$ cat config.mk
export PLATFORM = sky130hd
export DESIGN_NAME = prl_cell
export DESIGN_NICKNAME = d
export VERILOG_FILES = /design/src/rtl/prl_pkg.sv /design/src/rtl/prl_cell.sv
export SDC_FILE = /design/constraint.sdc
export NUM_CORES = 1
export LEC_CHECK = 0
export BUFFER_PORTS_ARGS = -buffer_cell sky130_fd_sc_hd__buf_2
export CELL_PAD_IN_SITES_DETAIL_PLACEMENT = 1
export CELL_PAD_IN_SITES_GLOBAL_PLACEMENT = 1
export CORE_MARGIN = 5
export CORE_UTILIZATION = 24
export DETAILED_ROUTE_END_ITERATION = 8
export HOLD_SLACK_MARGIN = 0.03
export PLACE_DENSITY_LB_ADDON = 0.1
export SLEW_MARGIN = 5
export SYNTH_ARGS = -nofsm -noshare
export SYNTH_HDL_FRONTEND = slang
export SYNTH_SLANG_ARGS = --single-unit
$ cat constraint.sdc
create_clock -name clk -period 1.4 [get_ports clk]
set_input_delay 0.14 -clock clk [delete_from_list [all_inputs] [get_ports clk]]
set_output_delay 0.14 -clock clk [all_outputs]
set_load 0.005 [all_outputs]
$ cat src/rtl/prl_pkg.sv
// Shared types and codes of the positional record list.
`default_nettype none

package prl_pkg;

	localparam int POS_W   = 6;
	localparam int NAME_W  = 8;
	localparam int ID_W    = 32;
	localparam int COUNT_W = 7;

	typedef enum logic [1:0] {
		OP_TAIL = 2'd0,
		OP_HEAD = 2'd1,
		OP_READ = 2'd2,
		OP_DEL  = 2'd3
	} op_t;

	typedef enum logic [1:0] {
		ST_OK    = 2'd0,
		ST_FULL  = 2'd1,
		ST_RANGE = 2'd2
	} status_t;

	typedef struct packed {
		op_t               opcode;
		logic [NAME_W-1:0] student_name;
		logic [ID_W-1:0]   student_id;
		logic [POS_W-1:0]  position;
	} in_t;

	typedef struct packed {
		logic [NAME_W-1:0]  read_name;
		logic [ID_W-1:0]    read_id;
		status_t            status;
		logic [COUNT_W-1:0] entry_count;
	} out_t;

	typedef struct packed {
		logic [NAME_W-1:0] name;
		logic [ID_W-1:0]   id;
	} rec_t;

	typedef enum logic [1:0] {
		SEL_HOLD  = 2'd0,
		SEL_NEW   = 2'd1,
		SEL_LEFT  = 2'd2,
		SEL_RIGHT = 2'd3
	} cell_sel_t;

	typedef struct packed {
		cell_sel_t sel;
		logic      hit;
	} cell_ctl_t;

endpackage

`default_nettype wire

$ cat src/rtl/prl_cell.sv
// One slot of the record chain: holds a record and takes it from a neighbour or the input.
`default_nettype none

module prl_cell (
	input  logic              clk,
	input  prl_pkg::cell_ctl_t ctl,
	input  prl_pkg::rec_t     new_rec,
	input  prl_pkg::rec_t     left,
	input  prl_pkg::rec_t     right,
	output prl_pkg::rec_t     data,
	output prl_pkg::rec_t     rd
);

	prl_pkg::rec_t data_q;

	always_ff @(posedge clk) begin
		unique case (ctl.sel)
			prl_pkg::SEL_HOLD:  data_q <= data_q;
			prl_pkg::SEL_NEW:   data_q <= new_rec;
			prl_pkg::SEL_LEFT:  data_q <= left;
			prl_pkg::SEL_RIGHT: data_q <= right;
			default:            data_q <= data_q;
		endcase
	end

	assign data = data_q;
	// Drive the shared read bus only when this slot is the one addressed.
	assign rd   = ctl.hit ? data_q : '0;

endmodule

`default_nettype wire

==> results.ini, run 1 <==
[outcome]
status = finished, final reports clean

[synthesis]
avgSynthCellArea_um2 = 10.76
syn_nets = 343
synthCells = 219
ys_warn_count = 0
ys_seq_area_share_pct = 50.98
yosysUniqueCellTypes = 10
ys_ff_latch = 40
netlist_area_um2 = 2356

[grt]
antenna_found_initial = 1
grt_usage_pct = 13.44
grt_pass1_wl_um = 12270
grt-ovfl-total = 0
grt_max_degree = 43
grt_pass1_vias = 2457

[floorplanning]
die_h_um = 109.1
initial_utilization_pct = 24.33
core_area_um2 = 9684
ios = 204
row_count = 36
die_x_um = 109.1
die_area_um2 = 11900

[pwr]
p_leak_nw = 1.788
power_switching_share_pct = 26.82
switching_power_mw = 0.8289
power.density_nw_per_um2 = 872.7
vdd_drop_max_mv = 0.3386
totalPowerFinal_mw = 3.090
p_int_mw = 2.261
pwr-share-clk_pct = 24.6
power_frac_seq_pct = 50.3
p_comb_share_pct = 25.1

[worst_setup_path]
crit_chain = and2_1 > buf_2
critical_path_required_ns = 1.26
worst_ep_arrival_time_ns = 1.00
slowest_delay_ns = 0.42
worstSetupEndpointType = output pin
critPathLaunchType = flop
critPathBufInv = 1
crit_slowest_cell = edfxtp_1
crit_fanout = 2
path_class = reg2out
crit_family = flip-flops

[final_layout]
final_nets = 544
largest_reg_flops = 40
syn_to_final_growth_pct = 50.29
final_layout_size_suffix_gt1_share_pct = 51.78
layout_commonest_cell = buf_2
final_area_um2 = 3541
fillerInstances = 1218

[clock_tree]
root_buffer = clkbuf_8
cts_tree = done
path_clk_slew_ns = 0.08
htreeDepth = 2
post_cts.repair.setup_buffers = 0
cts.repair.resized = 0
cts.sinks = 40
postCtsHoldBufs = 0
cts_buffer_depth = 2
cts_buffers = 5

[detailed_routing]
vias_per_cell = 4.236
drtIter0Drc = 56
detail-route-antenna-nets = 0
via_count = 2351
wl_per_cell_um = 15.09
wl_um = 8376
drt_first_pass_iters = 4
drc_errors = 0

[timing]
relSlewSlack_pct = 65.30
rsz0062_at_grt = false
period_minus_slack_ns = 1.141
finalHoldViolCount = 0
fmax_mhz = 876.3
fin_setup_tns_ns = 0
setup_ws_ns = 0.2588
drv_slew = 0
setup-violations-final = 0
fin_crit_sh_pct = 81.51
worst_slew_pin_slew_ns = 0.5205

[placed_design]
gp_congestion = 0.6683
postPlaceCellArea_um2 = 3458
hpwl_um = 6825
dp_slack_ns = 0.2208
portBuffers = 203

[run]
cap_violations = 0

[min_path]
hold_class = in2reg

cell families after synthesis:
kind of cell	share of synthesized area, %
buffers and inverters	6.267
AOI/OAI and AO/OA	8.497
DFF	50.98
and+or+nand+nor	17.26
muxes	16.99
final cells by class:
class	instances	area, um^2	share of cell area [%]
Clock inverter	1	3.754	0.1060
Clock buffer	7	76.32	2.155
Tap cell	133	166.4	4.700
Timing Repair Buffer	212	1084	30.60
Sequential cell	40	1201	33.92
Multi-Input combinational cell	161	1007	28.45
Antenna cell	1	2.502	0.07067
worst paths after layout:
path | from | end | cells after the start
hold / removal | new_rec[27] | data[27] | 3
setup / recovery | data[26] | rd[26] | 2
power by group through the flow:
| stage | Combinational, mW | Sequential, mW | Clock, mW |
|---|---|---|---|
| floorplan | 0.337 | 1.58 | 0 |
| global placement | 0.782 | 1.58 | 0 |
| detailed placement | 0.798 | 1.59 | 0 |
| CTS | 0.800 | 1.56 | 0.793 |
| global route | 0.870 | 1.58 | 0.851 |
| finish | 0.776 | 1.55 | 0.760 |
metal layers:
layer  global-route usage (%)  part of all wire [%]  up-vias
li1                         -                     -     1164
met1                    13.59                    35     1080
met2                    26.10                    55      101
met3                    4.381                   9.0        6
met4                    3.517                  0.86        0
met5                        0                     0        -
worst min-delay path, delay by kind of cell:
kind                   cells  cell delay (ns)
AOI/OAI and AO/OA          1             0.09
and+or+nand+nor            1             0.03
buffers and inverters      1             0.08
metrics by stage:
| step | util (%) | instances | hold WS [ns] |
|---|---|---|---|
| detailed placement | 35.71 | 546 | 0.4674 |
| CTS | 36.54 | 554 | 0.1503 |
| global route | 36.56 | 555 | 0.1668 |
| global placement | 35.71 | 546 | 0.4566 |
| floorplan | - | 219 | 0.3650 |
| finish | 36.56 | 555 | 0.1664 |
cell usage after synthesis (all sizes together):
cell,number,area share (%)
a21oi,40,8.5
and2,40,11
edfxtp,40,51
mux2i,40,17
nor2,40,6.4
buf,11,5.2
clkbuf,7,1.1
or2,1,0.27
(Power assumes the default switching activity.)
==> run 2: changes to the inputs <==
ABC_AREA = 1   (was unset)
CORE_UTILIZATION = 23   (was 24)
clock period = 1 ns   (was 1.4 ns; I/O delays follow)
==> results.ini, run 2 <==
[pwr]
p_leak_nw = 2.116
p_int_mw = 3.126
p_comb_share_pct = 26.5
power.density_nw_per_um2 = 1198
power_frac_seq_pct = 49.8
pwr-share-clk_pct = 23.7
vdd_drop_max_mv = 0.4263
switching_power_mw = 1.290
power_switching_share_pct = 29.21

[detailed_routing]
via_count = 2847
drt_first_pass_iters = 4
drc_errors = 0
vias_per_cell = 4.441
wl_per_cell_um = 15.88
detail-route-antenna-nets = 0
drtIter0Drc = 87
wl_um = 10180

[clock_tree]
cts_tree = done
root_buffer = clkbuf_8
postCtsHoldBufs = 0
path_clk_slew_ns = 0.08
cts.sinks = 40
htreeDepth = 2
cts_buffers = 5
cts_buffer_depth = 2

[synthesis]
yosysMostFrequentCell = nand3_1
yosysUniqueCellTypes = 8
yosys-top-cells-area = edfxtp_1, nand3_1, nand2_1
netlist_area_um2 = 2431
synth_top_area_share_pct = 49.41
synthTopCellsByCount = nand3_1, nand2_1, edfxtp_1, inv_1, buf_4
synth_flop_cell = edfxtp_1
syn_nets = 433
ys_ff_latch = 40
synth_area_leader_cell = edfxtp_1
ys_seq_area_share_pct = 49.41
async_flop_share_pct = 0
avgSynthCellArea_um2 = 7.868
synthCells = 309
synth_edf_count = 40
ys_warn_count = 0

[floorplanning]
initial_utilization_pct = 23.55
row_count = 37
die_area_um2 = 12730
ios = 204
core_area_um2 = 10320
die_h_um = 112.8
die_x_um = 112.8

[outcome]
status = finished with violations
violations = setup timing

[final_layout]
layout_commonest_cell = buf_2
largest_reg_flops = 40
final_area_um2 = 3686
final_cells = 641
final_layout_size_suffix_gt1_share_pct = 44.05
syn_to_final_growth_pct = 51.62
fillerInstances = 1347
final_nets = 628
mostFrequentLayoutCells = buf_2, nand3_1, nand2_1, inv_1, edfxtp_1

[timing]
fmax_mhz = 957.8
worst_slew_pin_slew_ns = 0.3470
drv_slew = 0
setup_ws_ns = -0.04410
period_minus_slack_ns = 1.044
setup-violations-final = 30
finalHoldViolCount = 0
relSlewSlack_pct = 76.81
fin_crit_sh_pct = 104.4
rsz0062_at_grt = true

[grt]
antenna_found_initial = 0
grt-ovfl-total = 0
grt_max_degree = 59
grt_pass1_wl_um = 15660
grt_usage_pct = 15.35
grt_pass1_vias = 3042

[worst_setup_path]
path_class = reg2out
critPathLaunchType = flop
critical_path_required_ns = 0.90
worst_ep_arrival_time_ns = 0.94
worstSetupEndpointType = output pin
crit_fanout = 2

[min_path]
hold_class = in2reg

[placed_design]
portBuffers = 203
placed_cells = 633
postPlaceCellArea_um2 = 3601
hpwl_um = 7876
gp_congestion = 0.7481
dp_slack_ns = 0.009532

[run]
cap_violations = 0

## run 2: changes by cell type after synthesis, sizes merged, moves of 7 or more
cell and delta:
nand3 +120, nand2 +81, inv +42, a21oi -40, and2 -40, mux2i -40
nor2 -40, buf +15, clkbuf -7
## run 2: area by class of cell
class | count | area, um^2 | area share (%)
antenna | 1 | 2.502 | 0.06789
clock buffer | 5 | 68.82 | 1.867
clock inverter | 2 | 7.507 | 0.2037
inverter | 42 | 160.2 | 4.345
multi-input combinational | 201 | 920.9 | 24.98
sequential | 40 | 1201 | 32.59
tap | 136 | 170.2 | 4.616
timing repair buffer | 214 | 1155 | 31.33
## run 2: power groups by stage
stage / clock (mW) / combinational, mW / sequential, mW
finish: 1.05 / 1.17 / 2.20
CTS: 1.09 / 1.20 / 2.21
floorplan: 0 / 0.474 / 2.24
global placement: 0 / 1.17 / 2.24
detailed placement: 0 / 1.20 / 2.24
global route: 1.14 / 1.32 / 2.23
## run 2: cell families after synthesis
kind of cell	Yosys count	share of synthesized area (%)
AND/OR/NAND/NOR	201	37.21
buffers and inverters	68	13.38
flip-flops	40	49.41
## run 2: worst max-delay path: stages, from the launching register on
cell	delay, ns
edfxtp_1	0.43
nand2_1	0.08
inv_1	0.03
buf_2	0.11
## run 2: path summary, 6_finish.rpt
check | startpoint | end | depth (start not counted)
min | new_rec[4] | data[4] | 3
max | data[20] | rd[20] | 3
## run 2: stage by stage
step                      utilization [%]  TNS [ns]  hold slack, ns  power (mW)
after floorplan                         -         0          0.3027       2.713
after global placement              34.88         0          0.3873       3.406
after detailed placement            34.88         0          0.3942       3.439
after CTS                           35.68    -1.304         0.07921       4.501
after global routing                35.68    -2.927         0.08382       4.692
final                               35.70   -0.5827         0.09147       4.416
## run 2: timing repair
| action | in CTS | in global routing |
|---|---|---|
| setup buffers | 0 | 0 |
| gates cloned | 0 | 0 |
| gates resized for setup | 1 | 0 |
| endpoints found under the hold margin | 0 | 0 |
| endpoints found under the setup margin | 40 | 46 |
| pin swaps | 40 | 1 |
## run 2: per-layer routing
metal	vias to the layer above	GRT usage (%)	routed length (um)
li1	1410	-	-
met1	1313	17.46	4112
met4	0	3.526	104
met5	-	0	0
met2	118	28.04	5073
met3	6	4.759	892
==> run 3: changes to the inputs <==
CORE_UTILIZATION = 25   (was 23)
clock period = 1.2 ns   (was 1 ns; I/O delays follow)
==> results.ini, run 3 (synthesis gave the netlist of run 2 again) <==
[clock_tree]
cts_buffers = 5
cts.repair.resized = 0
root_buffer = clkbuf_8
htreeDepth = 2
postCtsHoldBufs = 0
post_cts.repair.setup_buffers = 0
cts_tree = done
path_clk_slew_ns = 0.08
cts.sinks = 40
cts_buffer_depth = 2

[worst_setup_path]
path_class = reg2out
cp-startpoint = data[37]
worst_ep_arrival_time_ns = 0.96
crit_fanout = 2
critPathBufInv = 2
worstSetupEndpoint = rd[37]
worstSetupEndpointType = output pin
crit_chain = nand2_1 > inv_1 > buf_2
critical_path_required_ns = 1.08
cp.depth = 3
critPathLaunchType = flop
crit_slowest_cell = edfxtp_1
slowest_delay_ns = 0.41
crit_family = flip-flops

[placed_design]
portBuffers = 203
placed_cells = 630
gp_congestion = 0.7137
hpwl_um = 7842

[final_layout]
final_layout_size_suffix_gt1_share_pct = 43.96
layout_commonest_cell = buf_2
mostFrequentLayoutCells = buf_2, nand3_1, nand2_1, inv_1, edfxtp_1
diodes = 0
multi_input_area_um2 = 912.1
fillerInstances = 1272
ff_latch_area_um2 = 1201
final_util_pct = 37.67
syn_to_final_growth_pct = 49.36
largest_reg_flops = 40
final_cells = 638
final_nets = 628

[detailed_routing]
detail-route-antenna-nets = 0
via_count = 2866
drc_errors = 0
drt_first_pass_iters = 4
drtIter0Drc = 99
met2_length_um = 5122
wl_met1_um = 3991
wl_met3_um = 789
vias_per_cell = 4.492
top_layer = met4
wl_per_cell_um = 15.71
wl_um = 10020

[pwr]
switching_power_mw = 1.055
p_leak_nw = 2.104
power_frac_seq_pct = 50.0
power.density_nw_per_um2 = 1009
pwr-share-clk_pct = 24.1
vdd_drop_max_mv = 0.3539
p_int_mw = 2.609
power_switching_share_pct = 28.79
p_comb_share_pct = 25.9

[grt]
antenna_found_initial = 0
grt_max_degree = 49
grt_pass1_wl_um = 15260
grt_pass1_vias = 3001
grt_usage_pct = 16.67
grt-ovfl-total = 0

[timing]
fin_crit_sh_pct = 89.93
finalHoldViolCount = 0
fmax_mhz = 926.6
setup-violations-final = 0
relSlewSlack_pct = 67.92
drv_slew = 0
fin_setup_tns_ns = 0
period_minus_slack_ns = 1.079
worst_slew_pin_slew_ns = 0.4812
rsz0062_at_grt = false

[floorplanning]
row_count = 36
die_area_um2 = 11800
die_x_um = 108.6
initial_utilization_pct = 25.22
die_h_um = 108.6
core_area_um2 = 9639
ios = 204

[run]
cap_violations = 0

[min_path]
hp-start = new_rec[31]
hold_class = in2reg

[outcome]
status = finished, final reports clean

[run 3: power by group through the flow]
stage | logic (mW) | clock network [mW] | registers [mW]
floorplan | 0.391 | 0 | 1.87
global placement | 0.947 | 0 | 1.86
detailed placement | 0.974 | 0 | 1.87
CTS | 0.976 | 0.922 | 1.84
global route | 1.07 | 0.970 | 1.86
finish | 0.949 | 0.884 | 1.83
[run 3: per-stage QoR]
stage / power (mW) / hold WS (ns) / worst slack (ns) / instance area [um^2]
3_5_place_dp: 2.840 / 0.4159 / 0.1009 / 3551
5_1_grt: 3.897 / 0.1168 / 0.04689 / 3631
6_report: 3.663 / 0.1125 / 0.1208 / 3631
3_3_place_gp: 2.812 / 0.4065 / 0.1550 / 3551
4_1_cts: 3.736 / 0.1035 / 0.1037 / 3631
2_1_floorplan: 2.257 / 0.3227 / 0.09042 / 2439
[run 3: area by class of cell]
class | instances | share of cell area, %
clock buffer | 7 | 2.102
clock inverter | 1 | 0.1034
inverter | 42 | 4.411
multi-input combinational | 201 | 25.12
sequential | 40 | 33.08
tap | 133 | 4.583
timing repair buffer | 214 | 30.60
[run 3: worst min path at each step]
| stage | to | slack (ns) | cells past startpoint |
|---|---|---|---|
| detailed placement | data[17] | 0.42 | 3 |
| floorplan | data[36] | 0.32 | 2 |
| finish | data[31] | 0.11 | 3 |
| global route | data[37] | 0.12 | 3 |
| global placement | data[30] | 0.41 | 3 |
| CTS | data[17] | 0.10 | 3 |
[run 3: layer usage]
metal  GRT usage (%)  vias up
met5               0        -
met4           4.418        0
met3           3.967        8
met2           30.71      117
met1           19.25     1331
li1                -     1410
